<file path="src/hdl/bskc_ram.sv">
// Generic single-port-write, registered-read RAM.
`default_nettype none

module bskc_ram #(
  parameter int DataWidth = 8,
  parameter int Depth     = 256,
  localparam int AddrWidth = $clog2(Depth)
) (
  input  logic                 clk_i,
  input  logic                 we_i,
  input  logic [AddrWidth-1:0] waddr_i,
  input  logic [DataWidth-1:0] wdata_i,
  input  logic                 re_i,
  input  logic [AddrWidth-1:0] raddr_i,
  output logic [DataWidth-1:0] rdata_o
);

  logic [DataWidth-1:0] mem_q [Depth];
  logic [DataWidth-1:0] rdata_q;

  always_ff @(posedge clk_i) begin
    if (we_i) begin
      mem_q[waddr_i] <= wdata_i;
    end
    if (re_i) begin
      rdata_q <= mem_q[raddr_i];
    end
  end

  assign rdata_o = rdata_q;

endmodule

`default_nettype wire

</file>
<file path="config.mk">
export PLATFORM = sky130hd
export DESIGN_NAME = bskc_ram
export DESIGN_NICKNAME = d
export VERILOG_FILES = /design/src/hdl/bskc_ram.sv
export SDC_FILE = /design/constraint.sdc
export NUM_CORES = 2
export LEC_CHECK = 0
export BUFFER_PORTS_ARGS = -buffer_cell sky130_fd_sc_hd__buf_4
export CAP_MARGIN = 15
export CORE_ASPECT_RATIO = 1.5
export CORE_MARGIN = 2
export CORE_UTILIZATION = 45
export CTS_BUF_LIST = sky130_fd_sc_hd__clkbuf_8
export CTS_CLUSTER_SIZE = 28
export DETAILED_ROUTE_END_ITERATION = 7
export HOLD_SLACK_MARGIN = 0.1
export PLACE_DENSITY = 0.57
export SYNTH_ARGS = -nofsm -noshare
export SYNTH_HDL_FRONTEND = slang
export SYNTH_SLANG_ARGS = --single-unit
export TNS_END_PERCENT = 10
</file>
<file path="constraint.sdc">
create_clock -name clk_i -period 5.5 [get_ports clk_i]
set_clock_uncertainty 0.05 [all_clocks]
set_input_delay 1.1 -clock clk_i [delete_from_list [all_inputs] [get_ports clk_i]]
set_output_delay 1.1 -clock clk_i [all_outputs]
set_load 0.05 [all_outputs]
</file>
==> metrics.csv <==
stage;metric;value;unit
floorplan;floorplan.initialDensity;45.1;%
power_and_ir_drop;power_density;341;nW/um2
clock_tree;tritoncts.num_buffers;301;
synthesis;synth_top_family_by_area;multiplexers;
critical_path;setup.worst_path.end_class;flip-flop;
place;place.detailed.instances;5987;
floorplan;die_area;180000;um2
clock_tree;cts.repair_timing.setup_buffer_count;0;
global_routing;wire_length_of_the_first_global_routing_pass;296;mm
clock_tree;clk_pin_slew;0.07;ns
global_routing;globalRoute.totalOverflow;0;
place;portBuffers;34;
finish;area_growth_syn_to_layout;10.7;%
synthesis;postSynthNetCount;3760;
synthesis;synthesis.instances;3733;
synthesis;synth-seq-cells;2056;
min_path;min_delay_path_depth;1;
synthesis;synth_ff_type;edfxtp_1;
finish;fin_cells;6498;
synthesis;synth_simple_gate_area_share;2.63;%
finish;ff_latch_area;61700;um2
detailed_routing;detailedRoute.firstPassIterationCount;7;
outcome;run_status;finished clean;
detailed_routing;routed_wirelength;207;mm
detailed_routing;route.detailed.vias_per_inst;5.99;
clock_tree;insertion_delay;0.92;ns
floorplan;core.rowCount;189;
critical_path;critical_path_depth;8;
detailed_routing;route.vias.total;38900;
global_routing;maximum_number_of_pins_on_one_net_before_global_route_repair;164;
clock_tree;cts.sink_count;2056;
place;place_congestion;0.849;
critical_path;crit_path_max_fanout;28;
critical_path;worst-path-buf-inv;2;
sta;fin_tns_setup;0;ns
finish;num-fill-cells;14300;
sta;final_min_period_over_clock_period;75.0;%
power_and_ir_drop;power.ir.vdd_worst;154;uV
finish;fin_nets;4025;
power_and_ir_drop;power.leakage;0.0274;uW
synthesis;synth_sequential_area_ratio;77.5;%
finish;mostFrequentLayoutCells;edfxtp_1, mux4_2, clkbuf_8, nor2_1, buf_4;
synthesis;syn_area;79600;um2
synthesis;synth-compound-area-share;3.42;%
synthesis;avgSynthCellArea;21.3;um2
floorplan;ios;35;
job;max_cap_violations;0;
place;place_hpwl;130;mm
sta;period_needed;4.13;ns
finish;multi_input_comb_area;16500;um2
sta;grt_setup_unrepaired;false;
critical_path;setup.worst_path.class;in2reg;
floorplan;die-width;347;um
floorplan;die_height;519;um
critical_path;cp.arrival;4.70;ns
sta;report.final.setup_viol;0;
finish;commonest_non_fill_non_tap_cell_in_the_layout;edfxtp_1;
critical_path;crit_path_start_kind;primary input;
sta;clock.fmax;0.242;GHz
critical_path;required;6.07;ns
synthesis;synth_edf_count;2056;
critical_path;crit_path_max_incr_delay;1.11;ns
global_routing;grt_util_all_layers;22.9;%
critical_path;critical-path-slowest-cell;nor4_1;
finish;drive_gt1_share;24.5;%
clock_tree;cts_max_level;5;
detailed_routing;wl_per_cell;31.8;um
clock_tree;clk_root_buffer_cell;clkbuf_8;
detailed_routing;number_of_antenna_violating_nets_in_the_routed_design;0;
detailed_routing;detailedRoute.firstIterationViolations;3385;
synthesis;yosys.cell_types.count;54;
sta;maxSlewViolCount;0;
synthesis;synth.mux.area_fraction;14.6;%
critical_path;worst_r2r_path_depth;7;
synthesis;post_synth_adder_cell_area;0;%
clock_tree;ctsHoldBuffers;0;
synthesis;post_synthesis_share_of_cell_area_spent_on_xor_and_xnor_gates;0;%
global_routing;grt_antenna_before_repair;10;
sta;worstMarginPinSlew;1.25;ns
floorplan;core_area;176000;um2
critical_path;cp_cell_sequence;buf_4 > nor2b_1 > a221oi_1 > o211ai_1 > nand3_1 > nor4_1 > buf_4 > nor4_1;
global_routing;vias_in_the_first_global_route;40700;
critical_path;critical-path-top-delay-family;simple AND/OR/NAND/NOR gates;
clock_tree;cts-resized-gates;0;
sta;maxSlewHeadroom;15.8;%
clock_tree;cts_tree;done;
min_path;timing.hold.worst.class;in2reg;
synthesis;yosysWarningCount;0;
synthesis;synth_async_sr_flop_share;0;%
detailed_routing;drc;0;
clock_tree;clockBufferDepth;4;
sta;report.final.hold_viol_count;0;
worst reg2reg max path, stage by stage, from the launching register on:
cell and delay, ns:
edfxtp_1 0.36, mux4_2 0.46, nand2b_1 0.17, a311oi_1 0.53, o221ai_1 0.26, a211oi_1 0.75, buf_4 0.23, nor4_1 0.04
power by group:
| group | total, uW | internal [uW] | switching [uW] | leakage [uW] |
|---|---|---|---|---|
| logic | 1620 | 546 | 1080 | 0.00586 |
| registers | 17300 | 17300 | 17.3 | 0.0185 |
| clock network | 11200 | 5460 | 5700 | 0.00303 |
logic make-up after synthesis:
family | count (synthesis)
AOI/OAI and AO/OA | 385
buffers and inverters | 235
DFF | 2056
muxes | 591
and+or+nand+nor | 466
synthesized netlist by cell type, types with 10 or more instances:
library cell  number  area share [%]
nor2b_1           31            0.24
edfxtp_1        2056              78
nor2_1           282             1.3
a21oi_1           96            0.60
o221ai_1          46            0.51
a22oi_1          133             1.3
mux2i_1          134             1.7
clkbuf_1         111            0.52
buf_8             13            0.25
a211oi_1          16            0.15
o21ai_0           10           0.063
nor3_1            22            0.14
a221oi_1          13            0.14
nand3_1           34            0.21
buf_4             27            0.25
mux4_2           454              13
nand2_1           33            0.16
buf_2             31            0.19
o211ai_1          10           0.094
o22ai_1           28            0.22
nor4_1            24            0.19
buf_6             21            0.30
nand4_1           10           0.079
buf_1             22            0.10
layer usage:
metal	part of all wire, %	vias up	track usage, %
li1	-	16200	-
met1	38	20900	28.3
met2	52	1358	40.2
met3	5.6	402	3.69
met4	4.2	12	9.42
met5	0.039	-	0
stage by stage:
stage | total power, uW | util, % | worst slack [ns] | area [um2] | hold slack [ns]
2_1_floorplan | 18500 | - | 2.27 | 79600 | 0.814
3_3_place_gp | 19300 | 47.0 | 0.244 | 82900 | 1.12
3_5_place_dp | 19300 | 47.0 | 0.549 | 82900 | 1.13
4_1_cts | 30300 | 50.0 | 1.53 | 88100 | 0.443
5_1_grt | 31000 | 50.0 | 1.47 | 88100 | 0.476
6_report | 30100 | 50.0 | 1.37 | 88100 | 0.510
layout make-up:
cell class | count | area share, %
diodes | 2 | 0.00568
clock buffers | 311 | 4.86
clock inverters | 198 | 1.08
inverters | 2 | 0.00852
multi-input cells | 1442 | 18.7
flip-flops and latches | 2056 | 70.0
well taps | 2292 | 3.25
repair buffers | 195 | 2.01
state kept, by name, indices dropped and copies added, names as in the netlist:
register / count
mem_q: 2048
rdata_o: 8
final timing paths:
kind                                start                   end  slack, ns
setup / recovery               raddr_i[3]  rdata_o[4]$_DFFE_PP_       1.37
hold / removal                       re_i  rdata_o[0]$_DFFE_PP_       0.51
setup reg to reg   mem_q[43][3]$_DFFE_PP_  rdata_o[3]$_DFFE_PP_       2.40
hold reg to reg   mem_q[166][5]$_DFFE_PP_  rdata_o[5]$_DFFE_PP_       1.15
Note: power is estimated with default switching activity, not from simulation.
