===== src/hdl/bskc_pkg.sv =====
// Shared types and constants for the byte stream keystream cipher.
`default_nettype none

package bskc_pkg;

  localparam logic [63:0] LcgMult    = 64'h5851_F42D_4C95_7F2D;
  localparam logic [63:0] FnvMult    = 64'h0000_0100_0000_01B3;
  localparam logic [63:0] NarrowMask = 64'h0000_0000_FFFF_FFFF;
  localparam int          RotAmount  = 13;

  localparam int SboxDepth = 256;
  localparam int CfgIdxW   = 3;

  localparam logic [CfgIdxW-1:0] CfgKind    = 3'd0;
  localparam logic [CfgIdxW-1:0] CfgNarrow  = 3'd1;
  localparam logic [CfgIdxW-1:0] CfgInit    = 3'd2;
  localparam logic [CfgIdxW-1:0] CfgKeyOne  = 3'd3;
  localparam logic [CfgIdxW-1:0] CfgKeyTwo  = 3'd4;

  localparam logic OpLoad    = 1'b0;
  localparam logic OpEncrypt = 1'b1;

  typedef enum logic [1:0] {
    KindArx     = 2'd0,
    KindLcg     = 2'd1,
    KindSbox    = 2'd2,
    KindFeistel = 2'd3
  } kind_e;

  typedef struct packed {
    logic        start;
    logic        ack;
    logic        narrow;
    logic [63:0] a;
    logic [63:0] b;
    logic [63:0] c;
  } mul_req_t;

  typedef struct packed {
    logic        busy;
    logic        done;
    logic [63:0] result;
  } mul_rsp_t;

endpackage

`default_nettype wire


===== src/hdl/bskc_mul.sv =====
// Iterative 64-bit multiply-add built on one shared 32x32 multiplier.
`default_nettype none

module bskc_mul
  import bskc_pkg::*;
(
  input  logic     clk_i,
  input  logic     rst_ni,
  input  mul_req_t req_i,
  output mul_rsp_t rsp_o
);

  localparam logic [1:0] StIdle = 2'd0;
  localparam logic [1:0] StHi1  = 2'd1;
  localparam logic [1:0] StHi2  = 2'd2;
  localparam logic [1:0] StDone = 2'd3;

  logic [1:0]  step_q, step_d;
  logic [63:0] a_q, b_q, c_q;
  logic        narrow_q;
  logic [31:0] lo_q, hi_q, hi_d;
  logic [31:0] mul_x, mul_y;
  logic [63:0] prod;
  logic [63:0] sum;

  always_comb begin
    unique case (step_q)
      StHi1: begin
        mul_x = a_q[31:0];
        mul_y = b_q[63:32];
      end
      StHi2: begin
        mul_x = a_q[63:32];
        mul_y = b_q[31:0];
      end
      default: begin
        mul_x = req_i.a[31:0];
        mul_y = req_i.b[31:0];
      end
    endcase
    prod = mul_x * mul_y;
    sum  = {hi_q, lo_q} + c_q;
  end

  always_comb begin
    step_d = step_q;
    hi_d   = hi_q;
    unique case (step_q)
      StIdle: begin
        if (req_i.start) begin
          step_d = req_i.narrow ? StDone : StHi1;
          hi_d   = prod[63:32];
        end
      end
      StHi1: begin
        step_d = StHi2;
        hi_d   = hi_q + prod[31:0];
      end
      StHi2: begin
        step_d = StDone;
        hi_d   = hi_q + prod[31:0];
      end
      StDone: begin
        if (req_i.ack) begin
          step_d = StIdle;
        end
      end
      default: step_d = StIdle;
    endcase
  end

  always_ff @(posedge clk_i or negedge rst_ni) begin
    if (!rst_ni) begin
      step_q <= StIdle;
    end else begin
      step_q <= step_d;
    end
  end

  always_ff @(posedge clk_i) begin
    hi_q <= hi_d;
    if (step_q == StIdle && req_i.start) begin
      a_q      <= req_i.a;
      b_q      <= req_i.b;
      c_q      <= req_i.c;
      narrow_q <= req_i.narrow;
      lo_q     <= prod[31:0];
    end
  end

  assign rsp_o.busy   = (step_q != StIdle);
  assign rsp_o.done   = (step_q == StDone);
  assign rsp_o.result = narrow_q ? (sum & NarrowMask) : sum;

endmodule

`default_nettype wire


===== config.mk =====
export PLATFORM = sky130hd
export DESIGN_NAME = bskc_mul
export DESIGN_NICKNAME = d
export VERILOG_FILES = /design/src/hdl/bskc_pkg.sv /design/src/hdl/bskc_mul.sv
export SDC_FILE = /design/constraint.sdc
export NUM_CORES = 2
export LEC_CHECK = 0
export ABC_AREA = 0
export ABC_CLOCK_PERIOD_IN_PS = 12800
export BUFFER_PORTS_ARGS = -buffer_cell sky130_fd_sc_hd__buf_2
export CAP_MARGIN = 10
export CORE_ASPECT_RATIO = 0.9
export CORE_UTILIZATION = 55
export DETAILED_ROUTE_END_ITERATION = 10
export PLACE_DENSITY = 0.73
export SETUP_SLACK_MARGIN = 0.15
export SYNTH_ARGS = -nofsm -noshare
export SYNTH_HDL_FRONTEND = slang
export SYNTH_SLANG_ARGS = --single-unit
export TNS_END_PERCENT = 20

===== constraint.sdc =====
create_clock -name clk_i -period 12.8 [get_ports clk_i]
set_input_delay 2.56 -clock clk_i [delete_from_list [all_inputs] [get_ports clk_i]]
set_output_delay 2.56 -clock clk_i [all_outputs]
set_load 0.01 [all_outputs]

==> results.md <==
### Run status
- **result of the run** finished, final reports clean

### Synthesis
- **nets in the synthesized netlist** 6475
- **sequential area share after synthesis** 16.64%
- **post-synthesis register bit count** 259
- **Top FF cell, synth** edfxtp_1
- **post-synthesis cell area** 46690 sq um
- **average footprint of a synthesized cell** 9.304 sq um
- **FFs w/ async S/R, synth** 0.7722%
- **yosys warns** 0
- **unique cell type count in the Yosys netlist** 78
- **Post-synth EDFFs** 257
- **Gate Count Post-Synth** 5018

### Worst setup path
- **capture instance of the worst register-to-register path** hi_q[30]$_DFFE_PP_
- **Worst R2R Path Depth** 36
- **flop-to-flop setup slack** 1.44 ns
- **worst setup path category** in2reg
- **data arrival time at the worst-slack endpoint** 12.10 ns
- **most used cell, CP** fa_1
- **cell at the slowest stage of the critical path** a21o_1
- **Reg2Reg Launch Point** step_q[0]$_DFFE_PN0P_
- **CP Launch Type** input pin
- **highest net fanout along the worst path** 18
- **required time at the worst-slack endpoint** 13.13 ns
- **worst stage delay on the critical path** 0.65 ns
- **type of element capturing the critical path** register

### Clock network
- **Gates resized, CTS repair** 0
- **Max H-tree Level** 2
- **CTS max path bufs** 3
- **total clock buffers created by CTS** 34
- **clock tree from TritonCTS** built
- **TritonCTS sink count** 259
- **CTS clk-pin slew, worst paths** 0.06 ns
- **clock root buffer master** clkbuf_16
- **clock latency reported for the late side of the worst-skew pair** 0.59 ns
- **hold buffer count at CTS** 0
- **buffers inserted during post-CTS setup optimization** 0

### Place
- **final estimated routing congestion in global placement** 1.013
- **IO buf count** 262
- **DP Wirelength** 128000 microns

### Route
- **first-pass iteration count of the detailed router** 7
- **via count** 37160
- **total detailed-routing wirelength** 154500 microns
- **vias per cell** 5.861
- **post-DR wirelength/cell** 24.37 microns
- **remaining routing DRC violations** 0
- **Final ANT Viol Nets** 0
- **1st-iter DRT viols** 3666

### Finish
- **count of filler cells inserted in the layout** 7178
- **final core utilization** 60.97%
- **area growth from synthesis to layout** 8.814%
- **most used cells in the layout excluding fill and tap cells** 904 x inv_1, 898 x fa_1, 734 x nand2_1
- **share of final-layout standard cells stronger than drive strength 1** 9.873%
- **most common library cell in the layout ignoring fill and taps** inv_1
- **nets** 6650

### Flow run
- **max-capacitance violation count** 0

### GRT
- **largest net degree at the start of global routing** 74
- **number of antenna violations at the first check in global routing** 5
- **vias in the first global route** 37900
- **residual overflow from global routing** 0
- **global-route wire length before repair** 231400 microns
- **GRT Overall Usage** 36.59%

### Floorplanning
- **placeable core region** 83330 sq um
- **Die Y-Extent** 278.4 microns
- **width of the chip** 309.1 microns
- **Top-Level Pins** 263
- **Row Count** 100
- **Starting Density** 56.03%
- **Die Area** 86060 sq um

### STA
- **number of failing hold endpoints at the final stage** 0
- **RSZ-0062 raised after global routing** false
- **Final TNS setup** 0 ns
- **measured slew at the worst slew-check pin** 1.182 ns
- **number of endpoints failing setup at the final stage** 0
- **worst clock skew** 0.04016 ns
- **fin crit period** 11.77 ns
- **final-layout worst hold slack** 0.6430 ns
- **Max Transition Viols Final** 0
- **Peak Freq** 0.08497 GHz
- **post-route clock period utilization** 91.94%
- **relative max-transition margin** 21.18%

### Hold path
- **Hold Path Class** reg2reg
- **beginning of the worst hold path** step_q[0]$_DFFE_PN0P_
- **Hold Crit Depth** 1
- **WHS Endpoint** step_q[0]$_DFFE_PN0P_

[cells in the mapped netlist (3+ instances only)]
| cell type | number | share of area [%] |
|---|---|---|
| a211o_1 | 6 | 0.11 |
| a211oi_1 | 7 | 0.11 |
| a21boi_0 | 9 | 0.14 |
| a21o_1 | 152 | 2.4 |
| a21oi_1 | 216 | 2.3 |
| a221o_1 | 4 | 0.086 |
| a221oi_1 | 5 | 0.094 |
| a221oi_2 | 3 | 0.096 |
| a22oi_1 | 64 | 1.0 |
| a31o_2 | 4 | 0.075 |
| a31oi_1 | 23 | 0.31 |
| a41oi_1 | 6 | 0.11 |
| and2_1 | 24 | 0.32 |
| and3_1 | 9 | 0.12 |
| buf_1 | 19 | 0.15 |
| clkbuf_1 | 235 | 1.9 |
| edfxtp_1 | 257 | 17 |
| fa_1 | 898 | 39 |
| ha_1 | 362 | 9.7 |
| inv_1 | 904 | 7.3 |
| mux2_2 | 4 | 0.096 |
| mux2i_1 | 5 | 0.11 |
| nand2_1 | 734 | 5.9 |
| nand2b_1 | 22 | 0.29 |
| nand3_1 | 26 | 0.28 |
| nand4_1 | 30 | 0.40 |
| nor2_1 | 559 | 4.5 |
| nor2b_1 | 22 | 0.29 |
| nor3_1 | 20 | 0.21 |
| nor3b_1 | 5 | 0.080 |
| nor4_1 | 5 | 0.067 |
| o211ai_1 | 12 | 0.19 |
| o21a_1 | 25 | 0.40 |
| o21ai_0 | 80 | 0.86 |
| o21ai_1 | 15 | 0.16 |
| o21ai_2 | 3 | 0.056 |
| o21bai_1 | 32 | 0.51 |
| o221ai_1 | 3 | 0.056 |
| o22ai_1 | 4 | 0.054 |
| o31ai_1 | 6 | 0.096 |
| o41ai_1 | 3 | 0.056 |
| or3_1 | 9 | 0.12 |
| xnor2_1 | 94 | 1.8 |
| xor2_1 | 49 | 0.92 |
[how the worst max path moves through the flow]
stage / startpoint / to
global route: req_i[66] / hi_q[30]$_DFFE_PP_
CTS: req_i[66] / hi_q[30]$_DFFE_PP_
floorplan: req_i[137] / hi_q[30]$_DFFE_PP_
detailed placement: req_i[66] / hi_q[30]$_DFFE_PP_
global placement: req_i[66] / hi_q[30]$_DFFE_PP_
finish: req_i[66] / hi_q[30]$_DFFE_PP_
[final cells by class]
class	count	area, sq um	share of cell area (%)
Antenna cell	1	2.502	0.004926
Clock buffer	38	865.8	1.704
Clock inverter	21	250.2	0.4926
Inverter	904	3393	6.679
Multi-Input combinational cell	3599	34780	68.47
Sequential cell	259	7767	15.29
Tap cell	1122	1404	2.763
Timing Repair Buffer	395	2335	4.596
[sequential cells by signal (all words and copies together) (netlist names)]
signal / count
narrow_q: 1
hi_q: 32
a_q: 64
lo_q: 32
step_q: 2
c_q: 64
b_q: 64
[routing by layer]
metal  track usage, %  wire length (microns)  up-vias
met4            15.89                   8241        4
met3            9.138                  18500      386
met2            53.15                  64930     2041
met1            51.95                  62780    18660
li1                 -                      -    16070
met5                0                     23        -
[through the flow]
| stage | cell area [sq um] | setup WS [ns] | std cells |
|---|---|---|---|
| floorplan | 46690 | 1.737 | 5018 |
| global placement | 49680 | 0.7406 | 6279 |
| detailed placement | 49680 | 0.6148 | 6279 |
| CTS | 50800 | 1.224 | 6338 |
| global route | 50800 | 0.6293 | 6338 |
| finish | 50800 | 1.032 | 6339 |
[critical path: cells and delay by family]
family	cells	cell delay, ns
buf+inv	5	0.34
compound gates	7	1.87
xor+xnor	2	0.76
fa+ha+maj	10	4.59
simple gates	9	1.89
mux	1	0.09
[cell families after synthesis]
group,count (synthesis),synth area share (%)
simple gates,1476,12.80
fa+ha+maj,1260,48.21
buf+inv,1160,9.332
compound gates,710,10.11
flops,259,16.64
xor+xnor,143,2.683
mux,10,0.2278
Power is left out: the tool's default activity adds up to more than one toggle a clock period on the data nets, which glitch-free logic cannot reach.
